`config.mk`:
```
export PLATFORM = sky130hd
export DESIGN_NAME = timed_table_sequencer
export DESIGN_NICKNAME = d
export VERILOG_FILES = /design/src/tts_pkg.sv /design/src/tts_table.sv /design/src/timed_table_sequencer.sv
export SDC_FILE = /design/constraint.sdc
export NUM_CORES = 1
export LEC_CHECK = 0
export BUFFER_PORTS_ARGS = -buffer_cell sky130_fd_sc_hd__buf_2
export CORE_MARGIN = 4
export CORE_UTILIZATION = 38
export CTS_BUF_LIST = sky130_fd_sc_hd__clkbuf_8
export DETAILED_ROUTE_END_ITERATION = 16
export GPL_TIMING_DRIVEN = 0
export PLACE_DENSITY = 0.63
export RECOVER_POWER = 25
export SETUP_SLACK_MARGIN = 0.3
export SLEW_MARGIN = 25
export SYNTH_ARGS = -nofsm -noshare
export SYNTH_HDL_FRONTEND = slang
export SYNTH_SLANG_ARGS = --single-unit
export TNS_END_PERCENT = 10
```
`constraint.sdc`:
```
create_clock -name clk -period 3.6 [get_ports clk]
set_input_delay 0.36 -clock clk [delete_from_list [all_inputs] [get_ports clk]]
set_output_delay 0.36 -clock clk [all_outputs]
set_load 0.01 [all_outputs]
```
`src/tts_pkg.sv`:
```
// Package for the timed table sequencer: item and result structs, table
// entry layout, mode codes and register map.
// No dependencies; compiled before every other file of the block.
package tts_pkg;

    // Fixed field widths
    localparam int TIME_BITS    = 16;
    localparam int COMMAND_BITS = 8;
    localparam int STEP_BITS    = 4;

    // Item modes
    localparam logic [1:0] MODE_TICK  = 2'd0;
    localparam logic [1:0] MODE_WRITE = 2'd1;
    localparam logic [1:0] MODE_START = 2'd2;

    // Register map (byte addresses)
    localparam int         REG_ADDR_BITS      = 3;
    localparam logic [2:0] ADDR_TABLE_ENABLED = 3'd0;

    // Input item
    typedef struct packed {
        logic [1:0]              mode;
        logic [TIME_BITS-1:0]    now_time;
        logic [STEP_BITS-1:0]    entry_index;
        logic [TIME_BITS-1:0]    entry_wait;
        logic [COMMAND_BITS-1:0] entry_command;
        logic [STEP_BITS-1:0]    entry_next;
        logic [STEP_BITS-1:0]    start_step;
    } in_item_t;

    // Result item
    typedef struct packed {
        logic                    fired;
        logic [COMMAND_BITS-1:0] command_out;
        logic [STEP_BITS-1:0]    step_now;
    } out_item_t;

    // One step table entry
    typedef struct packed {
        logic [TIME_BITS-1:0]    delay;
        logic [COMMAND_BITS-1:0] command;
        logic [STEP_BITS-1:0]    next_step;
    } entry_t;

    // Table write request
    typedef struct packed {
        logic                 en;
        logic [STEP_BITS-1:0] idx;
        entry_t               data;
    } tbl_wr_t;

endpackage

```
`src/tts_table.sv`:
```
// Step table memory with one write and one registered read per cycle.
// Write data is forwarded to the read port when both hit the same entry.
// Depends on tts_pkg.
module tts_table #(
    parameter int TABLE_DEPTH = 16
) (
    input  logic                              clk,
    input  tts_pkg::tbl_wr_t                  wr,
    input  logic [tts_pkg::STEP_BITS-1:0]     rd_step,
    output tts_pkg::entry_t                   rd_entry
);
    import tts_pkg::*;

    localparam int ADDR_BITS = $clog2(TABLE_DEPTH);
    localparam int IDX_BITS  = (ADDR_BITS > STEP_BITS) ? ADDR_BITS : STEP_BITS;

    entry_t mem [TABLE_DEPTH];
    entry_t rd_entry_reg;

    logic [IDX_BITS-1:0]  wr_idx_ext;
    logic [IDX_BITS-1:0]  rd_idx_ext;
    logic [ADDR_BITS-1:0] wr_addr;
    logic [ADDR_BITS-1:0] rd_addr;
    logic                 wr_in_range;
    logic                 rd_in_range;

    // Index decode; steps beyond the table read as an all-zero entry
    assign wr_idx_ext  = IDX_BITS'(wr.idx);
    assign rd_idx_ext  = IDX_BITS'(rd_step);
    assign wr_addr     = wr_idx_ext[ADDR_BITS-1:0];
    assign rd_addr     = rd_idx_ext[ADDR_BITS-1:0];
    assign wr_in_range = 32'(wr.idx) < 32'(TABLE_DEPTH);
    assign rd_in_range = 32'(rd_step) < 32'(TABLE_DEPTH);

    // Memory write and registered read with write-through forwarding
    always_ff @(posedge clk)
    begin
        if (wr.en && wr_in_range)
        begin
            mem[wr_addr] <= wr.data;
        end
        if (!rd_in_range)
        begin
            rd_entry_reg <= '0;
        end
        else if (wr.en && (wr.idx == rd_step))
        begin
            rd_entry_reg <= wr.data;
        end
        else
        begin
            rd_entry_reg <= mem[rd_addr];
        end
    end

    assign rd_entry = rd_entry_reg;

endmodule

```
`src/timed_table_sequencer.sv`:
```
// Timed table sequencer top level: APB register, step state and result register.
// Depends on tts_pkg and tts_table.
//
// Walks a step table in time. A write item stores an entry (wait, command,
// next step), a start item enters a step and restarts the timer, and a tick
// item fires when now_time minus the start time (modulo 2^16) reaches the
// current wait: it emits the command of the step left, loads that step's wait
// and moves to its next step. Every item gives exactly one result, held in an
// output register from the cycle after the item is taken. The block takes one item
// per cycle as long as the result side keeps up: the table is read every cycle
// at the step the current item leaves the sequencer in, so the entry a tick
// needs is always waiting in the table's read register. No clearing pass
// runs after reset; table entries must be written before a tick reads them.
// table_enabled (byte address 0) gates ticks; start and write items act anyway.
module timed_table_sequencer #(
    parameter int TABLE_DEPTH = 16
) (
    input  logic                              clk,
    input  logic                              rst_n,
    // Configuration port
    input  logic                              psel,
    input  logic                              penable,
    input  logic                              pwrite,
    input  logic [tts_pkg::REG_ADDR_BITS-1:0] paddr,
    input  logic [31:0]                       pwdata,
    output logic [31:0]                       prdata,
    output logic                              pready,
    // Item channel
    input  logic                              item_valid,
    output logic                              item_ready,
    input  tts_pkg::in_item_t                 item,
    // Result channel
    output logic                              result_valid,
    input  logic                              result_ready,
    output tts_pkg::out_item_t                result
);
    import tts_pkg::*;

    logic                    table_enabled_reg;
    logic [STEP_BITS-1:0]    current_step_reg;
    logic [STEP_BITS-1:0]    current_step_next;
    logic [TIME_BITS-1:0]    start_time_reg;
    logic [TIME_BITS-1:0]    start_time_next;
    logic [TIME_BITS-1:0]    wait_time_reg;
    logic [TIME_BITS-1:0]    wait_time_next;
    logic                    result_valid_reg;
    out_item_t               result_reg;
    out_item_t               result_next;

    logic                    accept;
    logic                    cfg_write;
    logic                    is_start;
    logic                    fire;
    logic [TIME_BITS-1:0]    elapsed;
    entry_t                  cur_entry;
    tbl_wr_t                 tbl_wr;

    // Configuration port
    assign pready    = 1'b1;
    assign cfg_write = psel && penable && pwrite && (paddr == ADDR_TABLE_ENABLED);

    always_comb
    begin
        prdata = '0;
        if (paddr == ADDR_TABLE_ENABLED)
        begin
            prdata[0] = table_enabled_reg;
        end
    end

    always_ff @(posedge clk or negedge rst_n)
    begin
        if (!rst_n)
        begin
            table_enabled_reg <= 1'b0;
        end
        else if (cfg_write)
        begin
            table_enabled_reg <= pwdata[0];
        end
    end

    // Handshake: take an item whenever the result register frees up
    assign item_ready = !result_valid_reg || result_ready;
    assign accept     = item_valid && item_ready;

    // Step table; read address is the step after this cycle's update
    assign tbl_wr.en   = accept && (item.mode == MODE_WRITE);
    assign tbl_wr.idx  = item.entry_index;
    assign tbl_wr.data = '{delay:     item.entry_wait,
                           command:   item.entry_command,
                           next_step: item.entry_next};

    tts_table #(
        .TABLE_DEPTH (TABLE_DEPTH)
    ) u_table (
        .clk      (clk),
        .wr       (tbl_wr),
        .rd_step  (current_step_next),
        .rd_entry (cur_entry)
    );

    // Tick decision and state update
    assign elapsed  = item.now_time - start_time_reg;
    assign is_start = accept && (item.mode == MODE_START);
    assign fire     = accept && (item.mode == MODE_TICK) && table_enabled_reg
                      && (elapsed >= wait_time_reg);

    always_comb
    begin
        current_step_next = current_step_reg;
        start_time_next   = start_time_reg;
        wait_time_next    = wait_time_reg;
        if (fire)
        begin
            current_step_next = cur_entry.next_step;
            start_time_next   = item.now_time;
            wait_time_next    = cur_entry.delay;
        end
        else if (is_start)
        begin
            current_step_next = item.start_step;
            start_time_next   = item.now_time;
            wait_time_next    = '0;
        end
        result_next.fired       = fire;
        result_next.command_out = fire ? cur_entry.command : '0;
        result_next.step_now    = current_step_next;
    end

    always_ff @(posedge clk or negedge rst_n)
    begin
        if (!rst_n)
        begin
            current_step_reg <= '0;
            start_time_reg   <= '0;
            wait_time_reg    <= '0;
        end
        else
        begin
            current_step_reg <= current_step_next;
            start_time_reg   <= start_time_next;
            wait_time_reg    <= wait_time_next;
        end
    end

    // Result register
    always_ff @(posedge clk or negedge rst_n)
    begin
        if (!rst_n)
        begin
            result_valid_reg <= 1'b0;
        end
        else if (accept)
        begin
            result_valid_reg <= 1'b1;
        end
        else if (result_ready)
        begin
            result_valid_reg <= 1'b0;
        end
    end

    always_ff @(posedge clk)
    begin
        if (accept)
        begin
            result_reg <= result_next;
        end
    end

    assign result_valid = result_valid_reg;
    assign result       = result_reg;

endmodule

```
==> results of run 1 <==
## logic make-up (layout without fill, tap and decap cells)
logic type / after synthesis / after routing / synth area share
AO/OA/AOI/OAI: 47 / 47 / 0.0154
adder cells (fa/ha/maj): 32 / 32 / 0.0199
XOR/XNOR: 10 / 10 / 0.00427
flip-flops: 503 / 503 / 0.725
buffers and inverters: 123 / 405 / 0.0325
multiplexers: 185 / 185 / 0.174
other: 2 / 34 / 0.000366
AND/OR/NAND/NOR: 118 / 118 / 0.0285
## worst min path at each step
| stage | startpoint | endpoint | slack [ns] | cells after the start |
|---|---|---|---|---|
| CTS | item[37] | start_time_reg[1]$_DFFE_PN0P_ | 0.006 | 3 |
| global route | item[37] | start_time_reg[1]$_DFFE_PN0P_ | 0.03 | 3 |
| floorplan | rst_n | current_step_reg[0]$_DFF_PN0_ | 0.06 | 0 |
| detailed placement | start_time_reg[7]$_DFFE_PN0P_ | start_time_reg[7]$_DFFE_PN0P_ | 0.48 | 1 |
| finish | item[37] | start_time_reg[1]$_DFFE_PN0P_ | 0.06 | 3 |
| global placement | start_time_reg[10]$_DFFE_PN0P_ | start_time_reg[10]$_DFFE_PN0P_ | 0.47 | 1 |
## report_power, final
part	switching (mW)	internal (mW)	total (mW)	leakage (nW)
Clock	2.21	2.33	4.54	0.828
Sequential	0.135	6.63	6.77	4.67
Combinational	2.92	2.85	5.76	3.05
Total	5.26	11.8	17.1	8.55
## final cells by class
class / instances / area, sq um / area share
diodes: 2 / 5.00 / 0.000204
plain buffers: 72 / 512 / 0.0208
clock buffers: 85 / 1170 / 0.0476
clock inverters: 56 / 312 / 0.0127
inverters: 51 / 191 / 0.00779
multi-input cells: 424 / 5450 / 0.222
flip-flops and latches: 503 / 14900 / 0.605
well taps: 688 / 861 / 0.0350
repair buffers: 141 / 1200 / 0.0490
## metrics by stage
stage / total power, mW / util / setup TNS [ns] / instances / area (sq um)
after global placement: 12.1 / 0.414 / -1058.29 / 1818 / 21900
after global routing: 18.0 / 0.464 / -16.25 / 2020 / 24600
final: 17.1 / 0.464 / -6.82 / 2022 / 24600
after CTS: 17.2 / 0.464 / -6.36 / 2019 / 24600
after detailed placement: 12.3 / 0.426 / -27.45 / 1850 / 22600
after floorplan: 10.8 / - / -18.63 / 1050 / 20600
## routing by layer
layer  GRT usage  vias up  share of wire
met4      0.0386        0          0.016
met3      0.0409       65          0.076
met5           0        -              0
met1       0.233     5476           0.44
li1            -     4573              -
met2       0.256      392           0.47
## worst max-delay path, cell delays in order (launching register included)
cell and delay [ns]:
dfrtp_1 0.40, ha_4 0.18, fa_2 0.35, nor2b_2 0.14, o31a_1 0.19, nor3_2 0.07, o21ai_2 0.28, a311oi_2 0.17
xnor2_1 0.16, ha_1 0.31, nand4_1 0.15, nor2b_2 0.16, a211oi_2 0.11, or3_4 0.41, buf_12 0.14, buf_12 0.13
mux2i_4 0.19
## synth_stat cells, drive strengths merged (4+ instances only)
cell	number	share of area
mux2	20	0.011
nor3	9	0.0022
a21oi	17	0.0041
buf	55	0.020
clkinv	16	0.0029
o21ai	8	0.0021
clkbuf	17	0.0031
dfrtp	38	0.046
nand3	7	0.0017
o21a	4	0.0015
mux2i	29	0.014
a21o	4	0.0015
ha	31	0.019
nand2b	7	0.0021
nor2b	12	0.0037
xnor2	8	0.0034
edfxtp	461	0.67
dfxtp	4	0.0039
nand2	25	0.0046
mux4	136	0.15
inv	35	0.0064
nor2	37	0.0068
## what timing repair did
action | 4_1_cts | 5_1_grt
gates cloned | 1 | 0
endpoints found under the setup margin | 126 | 261
hold buffers | 19 | 0
setup buffers | 8 | 1
pin swaps | 26 | 18
endpoints found under the hold margin | 55 | 0
resized for setup | 55 | 10
==> flow_summary.json, run 1 <==
{
  "rows": 84,
  "relSlewSlack": 0.347,
  "grt_max_degree": 39,
  "start_util": 0.387,
  "status": "finished with violations",
  "die_h_microns": 240,
  "hold_violations": 0,
  "hold_ws_ns": 0.0598,
  "cp-startpoint": "start_time_reg[0]$_DFFE_PN0P_",
  "post-route-min-period_ns": 3.82,
  "ir_drop_v": 0.000288,
  "fp.dieW_microns": 240,
  "place_ws_ns": -0.945,
  "fin_worst_skew_ns": 0.0316,
  "p_leak_nw": 8.55,
  "rsz0062_at_grt": "true",
  "crit_path_start_kind": "register",
  "drv_cap": 0,
  "violations": "setup timing",
  "fillers": 4458,
  "criticalPathCategory": "reg -> reg",
  "buffer_ports.inserted": 80,
  "min_period_over_period": 1.06,
  "worstSkewPairLatency_ns": 0.65,
  "htreeDepth": 3,
  "grt.overflow.total": 0,
  "dp_hpwl_microns": 30000,
  "clk_pin_slew_ns": 0.06,
  "grt_pass1_wl_microns": 69500,
  "synth_edf_count": 461,
  "gp_congestion": 0.764,
  "cts_buffer_depth": 3,
  "maxSlewViolCount": 0,
  "routedWlPerCell_microns": 23.0,
  "dieArea_sq_mm": 0.0578,
  "r2r_end": "result[3]$_DFFE_PP_",
  "rrSetupSlack_ns": -0.22,
  "ys_seq_area_frac": 0.725,
  "avgViaCountPerCell": 5.20,
  "cts_buffers": 79,
  "final_common_cell": "edfxtp_1",
  "worstPathMaxFanout": 6,
  "drt.antenna.violating_nets": 0,
  "power.density_mw_per_mm2": 695,
  "totalWireLength_microns": 46500,
  "grt_pass1_vias": 10900,
  "clock-root-buffer": "clkbuf_8",
  "syn-cell-area_sq_mm": 0.0205,
  "cts_sinks": 503,
  "ys_ff_latch": 503,
  "worstMarginPinSlew_ns": 0.979,
  "critPathRequiredTime_ns": 3.95,
  "layout.nets": 1400,
  "syn-instance-count": 1020,
  "area_delta_synth_final_pct": 19.8,
  "final_cell_mix": "edfxtp_1 (461), mux4_2 (136), clkbuf_8 (85)",
  "drive_above_1_share": 0.346,
  "hold_class": "in -> reg",
  "drt_iter0_markers": 1073,
  "syn_area_per_cell_sq_um": 20.1,
  "num_vias": 10500,
  "ys.flop_type": "edfxtp_1",
  "cts_tree": "done",
  "r2r_start": "start_time_reg[0]$_DFFE_PN0P_",
  "synth_cell_types": 53,
  "rr_worst_depth": 16,
  "drcViolationCount": 0,
  "grt_use_total": 0.163,
  "cp.arrival_ns": 4.17,
  "yosysWarnings": 0,
  "synthArstFlopShare": 0.0755,
  "antenna_found_initial": 2,
  "core-area_sq_mm": 0.0530,
  "max_freq_ghz": 0.262,
  "crit_end": "result[3]$_DFFE_PP_",
  "setup_viol": 53,
  "largest_reg_flops": 448,
  "fin_ws_ns": -0.223,
  "io_pins": 144,
  "cp-end-kind": "register",
  "dr.pass1.iters": 5
}
No activity file was read; power rests on OpenSTA's default activity.
==> inputs of run 2 (changes only) <==
==> constraint.sdc (replaced) <==
create_clock -name clk -period 3.6 [get_ports clk]
set_input_delay 0.72 -clock clk [delete_from_list [all_inputs] [get_ports clk]]
set_output_delay 0.72 -clock clk [all_outputs]
set_load 0.05 [all_outputs]
==> run 2 against run 1 <==
  * The flow finishes with violations (capacitance limit, slew limit, setup timing)
  * Sequential share of layout area barely moved
  * Critical path type unchanged
  * Global-route usage is 0.11 points higher
  * Non-clock buffer count fell by 20
  * Clock skew grew 0.0058 ns
  * Sequential power about the same
  * Utilization is essentially flat
  * Clock power decreased by 4%
  * Cell count fell by 0.74%
  * First-iteration DRC count is 5.4% higher
  * Total power fell by 0.33%
  * Combinational power up 2%
  * Setup slack gained 0.073 ns
==> flow_summary.json, run 2 (synthesized netlist as in run 1, its figures left out) <==
{
  "grt_pass1_wl_microns": 69400,
  "violations": "capacitance limit, slew limit, setup timing",
  "fin_worst_skew_ns": 0.0375,
  "buffer_ports.inserted": 80,
  "maxSlewViolCount": 39,
  "totalWireLength_microns": 47300,
  "slowest_delay_ns": 0.51,
  "dr.pass1.iters": 5,
  "cts_buffers": 80,
  "avgViaCountPerCell": 5.20,
  "dp_hpwl_microns": 30700,
  "clk_pin_slew_ns": 0.06,
  "worstMarginPinSlew_ns": 2.18,
  "crit_path_start_kind": "register",
  "drive_above_1_share": 0.354,
  "grt_use_total": 0.164,
  "p_leak_nw": 8.55,
  "post_dp_cell_area_sq_mm": 0.0229,
  "hold_class": "in -> reg",
  "cp-end-kind": "register",
  "critPathRequiredTime_ns": 3.95,
  "ir_drop_v": 0.000280,
  "final_cell_mix": "edfxtp_1 (461), mux4_2 (136), clkbuf_8 (82)",
  "core-area_sq_mm": 0.0530,
  "final_area_sq_mm": 0.0246,
  "gp_congestion": 0.821,
  "largest_reg_flops": 448,
  "fp.dieW_microns": 240,
  "criticalPathCategory": "reg -> reg",
  "instances_no_fill": 2007,
  "fin_ws_ns": -0.149,
  "cp.arrival_ns": 4.10,
  "clock-root-buffer": "clkbuf_8",
  "grt_pass1_vias": 10700,
  "rows": 84,
  "status": "finished with violations",
  "grt.overflow.total": 0,
  "drt_iter0_markers": 1131,
  "post-route-min-period_ns": 3.75,
  "hold_buffers": 0,
  "drv_cap": 1,
  "relSlewSlack": -0.454,
  "fillers": 4471,
  "power.density_mw_per_mm2": 692,
  "io_pins": 144,
  "rsz0062_at_grt": "true",
  "worstPathMaxFanout": 5,
  "worstPathCellList": "ha_4 > fa_2 > nor2b_4 > o31a_1 > nor3_2 > o21ai_2 > or4b_1 > nand3_2 > ha_4 > nand4_1 > nor2b_1 > a211oi_2 > or3_4 > buf_12 > buf_12 > mux2i_4",
  "layout.nets": 1381,
  "cts_tree": "done",
  "drt.antenna.violating_nets": 0,
  "min_period_over_period": 1.04,
  "place_inst": 1850,
  "max_freq_ghz": 0.267,
  "dieArea_sq_mm": 0.0578,
  "rrSetupSlack_ns": -0.15,
  "num_vias": 10400,
  "final_common_cell": "edfxtp_1",
  "routedWlPerCell_microns": 23.6,
  "htreeDepth": 3,
  "grt_max_degree": 39,
  "cts_buffer_depth": 3,
  "worstSkewPairLatency_ns": 0.66,
  "drcViolationCount": 0,
  "die_h_microns": 240,
  "cp_slowest_cell": "or4b_1",
  "start_util": 0.387,
  "area_delta_synth_final_pct": 19.7,
  "cts_sinks": 503,
  "hold_violations": 0,
  "setup_viol": 26,
  "antenna_found_initial": 4
}
==> run 2: changes by cell type in the layout (fill, tap and decap cells not counted), moves of 3 or more <==
cell           previous run  this run
buf_6                     9        14
dlygate4sd3_1            19         0
buf_4                    55        39
buf_8                     4         9
clkinvlp_4                4         0
clkbuf_8                 85        82
clkinv_2                  7        14
buf_16                   13        21
buf_12                    5         2
==> run 2: stage by stage <==
step / util / hold slack [ns] / total power [mW] / worst slack (ns) / setup TNS (ns)
after floorplan: - / 0.424 / 11.0 / -0.172 / -2.00
after global placement: 0.416 / 0.468 / 12.4 / -1.82 / -688.80
after detailed placement: 0.432 / 0.478 / 12.5 / -1.07 / -34.29
after CTS: 0.463 / 0.175 / 17.1 / -0.154 / -2.54
after global routing: 0.464 / 0.257 / 17.9 / -0.304 / -9.85
final: 0.464 / 0.293 / 17.0 / -0.149 / -1.16
==> run 2: where the power goes <==
part           internal [mW]  total, mW  switching (mW)
registers               6.64       6.77           0.135
logic                   2.85       5.87            3.03
clock network           2.15       4.37            2.23
==> run 2: cell type report <==
type / count / area [sq um] / share of cell area
sequential: 503 / 14900 / 0.605
multi-input combinational: 424 / 5500 / 0.224
timing repair buffer: 121 / 1190 / 0.0484
clock buffer: 82 / 1130 / 0.0459
tap: 688 / 861 / 0.0350
buffer: 72 / 512 / 0.0208
clock inverter: 63 / 302 / 0.0123
inverter: 51 / 199 / 0.00809
antenna: 3 / 7.51 / 0.000305
==> run 2: worst max-delay path, delay by kind of cell (launching register included) <==
family	cells	cell delay, ns
AO/OA/AOI/OAI	3	0.55
buffers and inverters	2	0.27
flip-flops	1	0.38
adder cells (fa/ha/maj)	3	0.50
AND/OR/NAND/NOR	7	1.56
multiplexers	1	0.21
==> run 2: timing repair <==
| item | in CTS | in global routing |
|---|---|---|
| pin swaps | 17 | 10 |
| gates resized for setup | 32 | 19 |
| cloned | 1 | 0 |
| buffers inserted | 7 | 1 |
| setup endpoints to repair | 53 | 53 |
==> run 2: final timing paths <==
check / end / cells after the start / from
max in group asynchronous: current_step_reg[2]$_DFF_PN0_ / 1 / rst_n
worst max-delay path: result[3]$_DFFE_PP_ / 16 / start_time_reg[0]$_DFFE_PN0P_
worst max register to register: result[3]$_DFFE_PP_ / 16 / start_time_reg[0]$_DFFE_PN0P_
min in group asynchronous: start_time_reg[3]$_DFFE_PN0P_ / 1 / rst_n
worst min-delay path: result_valid$_DFFE_PN0P_ / 2 / item_valid
worst min register to register: start_time_reg[4]$_DFFE_PN0P_ / 1 / start_time_reg[4]$_DFFE_PN0P_
==> run 2: layer usage <==
| layer | track usage | wire length, microns |
|---|---|---|
| met1 | 0.229 | 20600 |
| met2 | 0.262 | 22500 |
| met3 | 0.0429 | 3370 |
| met4 | 0.0406 | 746 |
| met5 | 0 | 24 |
==> inputs of run 3 (changes only) <==
--- a/config.mk
+++ b/config.mk
@@ -7,2 +7,3 @@
 export LEC_CHECK = 0
+export ABC_CLOCK_PERIOD_IN_PS = 3600
 export BUFFER_PORTS_ARGS = -buffer_cell sky130_fd_sc_hd__buf_2
@@ -13,2 +14,3 @@
 export GPL_TIMING_DRIVEN = 0
+export MAX_ROUTING_LAYER = met4
 export PLACE_DENSITY = 0.63
--- a/constraint.sdc
+++ b/constraint.sdc
@@ -3,2 +3,2 @@
 set_output_delay 0.72 -clock clk [all_outputs]
-set_load 0.05 [all_outputs]
+set_load 0.1 [all_outputs]
==> run 3 against run 2 <==
  * The run ends with setup timing left
  * Maximum frequency is 0.41% higher
  * Utilization is 0.20 points lower
  * Global-route usage is 0.21 points higher
  * Sequential power hardly changed
  * Sequential share of layout area is 0.26 points higher
  * Flip-flop and latch count stayed put
  * Non-clock buffer count is 4 higher
  * Design area is 0.42% lower
  * Clock-buffer cell count is 1 lower
  * Clock skew is 0.013 ns lower
  * Hold slack worse by 0.057 ns
  * Cell count hardly changed
  * Largest cell class unchanged
  * Largest power group unchanged
==> flow_summary.json, run 3 (synthesized netlist as in run 1, its figures left out) <==
{
  "clock-root-buffer": "clkbuf_8",
  "drcViolationCount": 0,
  "dieArea_sq_mm": 0.0578,
  "rows": 84,
  "avgViaCountPerCell": 5.16,
  "fin_worst_skew_ns": 0.0246,
  "fillers": 4458,
  "largest_reg_flops": 448,
  "drive_above_1_share": 0.344,
  "buffer_ports.inserted": 80,
  "rr_worst_depth": 17,
  "post-route-min-period_ns": 3.73,
  "critPathRequiredTime_ns": 3.95,
  "cts_tree": "done",
  "maxSlewViolCount": 0,
  "r2r_end": "result[1]$_DFFE_PP_",
  "cp.arrival_ns": 4.08,
  "hold_class": "in -> async",
  "criticalPathCategory": "reg -> reg",
  "place_ws_ns": -0.945,
  "grt_use_total": 0.167,
  "hold_buffers": 0,
  "rsz0062_at_grt": "true",
  "relSlewSlack": 0.357,
  "drv_cap": 0,
  "grt.overflow.total": 0,
  "final_common_cell": "edfxtp_1",
  "status": "finished with violations",
  "layout.nets": 1385,
  "drt.antenna.violating_nets": 0,
  "cts_buffer_depth": 3,
  "p_leak_nw": 8.50,
  "routedWlPerCell_microns": 23.2,
  "max_freq_ghz": 0.268,
  "worstMarginPinSlew_ns": 0.965,
  "violations": "setup timing",
  "setup_viol": 22,
  "dr.pass1.iters": 5,
  "io_pins": 144,
  "r2r_start": "start_time_reg[1]$_DFFE_PN0P_",
  "min_period_over_period": 1.04,
  "fp.dieW_microns": 240,
  "die_h_microns": 240,
  "p_total_mw": 17.2,
  "gp_congestion": 0.826,
  "drt_iter0_markers": 956,
  "grt_pass1_wl_microns": 68500,
  "cts_buffers": 80,
  "clk_pin_slew_ns": 0.06,
  "worstPathMaxFanout": 6,
  "num_vias": 10400,
  "grt_max_degree": 39,
  "htreeDepth": 3,
  "grt_pass1_vias": 10600,
  "dp_hpwl_microns": 30400,
  "area_delta_synth_final_pct": 19.2,
  "final_cell_mix": "edfxtp_1 (461), mux4_2 (136), clkbuf_8 (81)",
  "cts_sinks": 503,
  "start_util": 0.387,
  "totalWireLength_microns": 46500,
  "hold_violations": 0,
  "core-area_sq_mm": 0.0530,
  "ir_drop_v": 0.000308,
  "fin_ws_ns": -0.134,
  "antenna_found_initial": 5,
  "cp-end-kind": "register",
  "power.density_mw_per_mm2": 701,
  "crit_path_start_kind": "register",
  "worstSkewPairLatency_ns": 0.64,
  "rrSetupSlack_ns": -0.13
}
==> run 3: cell count changes in the layout (fill, tap and decap cells not counted), moves of 5 or more <==
| cell | previous run | this run |
|---|---|---|
| clkinv_2 | 14 | 6 |
| mux2_1 | 1 | 12 |
| buf_16 | 21 | 14 |
| buf_8 | 9 | 4 |
| buf_6 | 14 | 19 |
| mux2_4 | 14 | 3 |
| buf_4 | 39 | 46 |
==> run 3: cell type report <==
type                            count  area [sq um]  area share
Clock buffer                       81          1110      0.0456
Inverter                           51           199     0.00813
Buffer                             72           514      0.0210
Antenna cell                        5          12.5    0.000511
Timing Repair Buffer              125          1120      0.0460
Clock inverter                     59           287      0.0117
Multi-Input combinational cell    424          5480       0.224
Tap cell                          688           861      0.0352
Sequential cell                   503         14900       0.608
==> run 3: worst max path at each step <==
| stage | endpoint | slack (ns) | cells after the start | startpoint |
|---|---|---|---|---|
| after detailed placement | result[1]$_DFFE_PP_ | -0.95 | 18 | item[36] |
| after floorplan | result[0]$_DFFE_PP_ | -0.17 | 17 | item[36] |
| after CTS | start_time_reg[12]$_DFFE_PN0P_ | -0.14 | 16 | start_time_reg[0]$_DFFE_PN0P_ |
| after global routing | result[1]$_DFFE_PP_ | -0.28 | 17 | start_time_reg[1]$_DFFE_PN0P_ |
| after global placement | result[2]$_DFFE_PP_ | -0.91 | 18 | item[36] |
| final | result[1]$_DFFE_PP_ | -0.13 | 17 | start_time_reg[1]$_DFFE_PN0P_ |
==> run 3: metal layers <==
layer	share of wire	GRT usage	up-vias
met3	0.068	0.0396	56
met5	0	-	-
met2	0.48	0.257	327
met4	0.012	0.0364	0
met1	0.44	0.229	5439
li1	-	-	4547
==> run 3: critical path, cell delays in order (launching register included) <==
cell and delay, ns:
dfrtp_1 0.40, inv_2 0.09, ha_4 0.19, nor2b_4 0.13, o2111ai_4 0.25, a21oi_4 0.11, o41ai_4 0.32, buf_4 0.17
xnor2_1 0.07, ha_1 0.31, and4_1 0.22, a21oi_2 0.06, a21oi_1 0.15, a211oi_2 0.08, or3_4 0.43, buf_12 0.14
buf_12 0.13, mux2i_4 0.19
==> run 3: power by group <==
part | switching [mW] | internal, mW | total [mW]
combinational | 3.15 | 2.87 | 6.02
sequential | 0.136 | 6.64 | 6.77
clock | 2.19 | 2.17 | 4.36
==> run 3: what timing repair did <==
| item | in CTS | in global routing |
|---|---|---|
| pin swaps | 5 | 21 |
| buffers inserted | 9 | 6 |
| cloned | 0 | 1 |
| endpoints found under the setup margin | 53 | 53 |
| resized for setup | 25 | 22 |
==> run 3: per-stage QoR <==
stage	hold WS, ns	util	setup TNS (ns)	instance area (sq um)	cells
detailed placement	0.475	0.429	-33.30	22800	1847
floorplan	0.424	-	-2.00	20800	1050
global route	0.266	0.462	-7.40	24500	2008
global placement	0.468	0.417	-310.08	22100	1818
CTS	0.208	0.459	-2.41	24300	1996
finish	0.236	0.462	-1.09	24500	2008
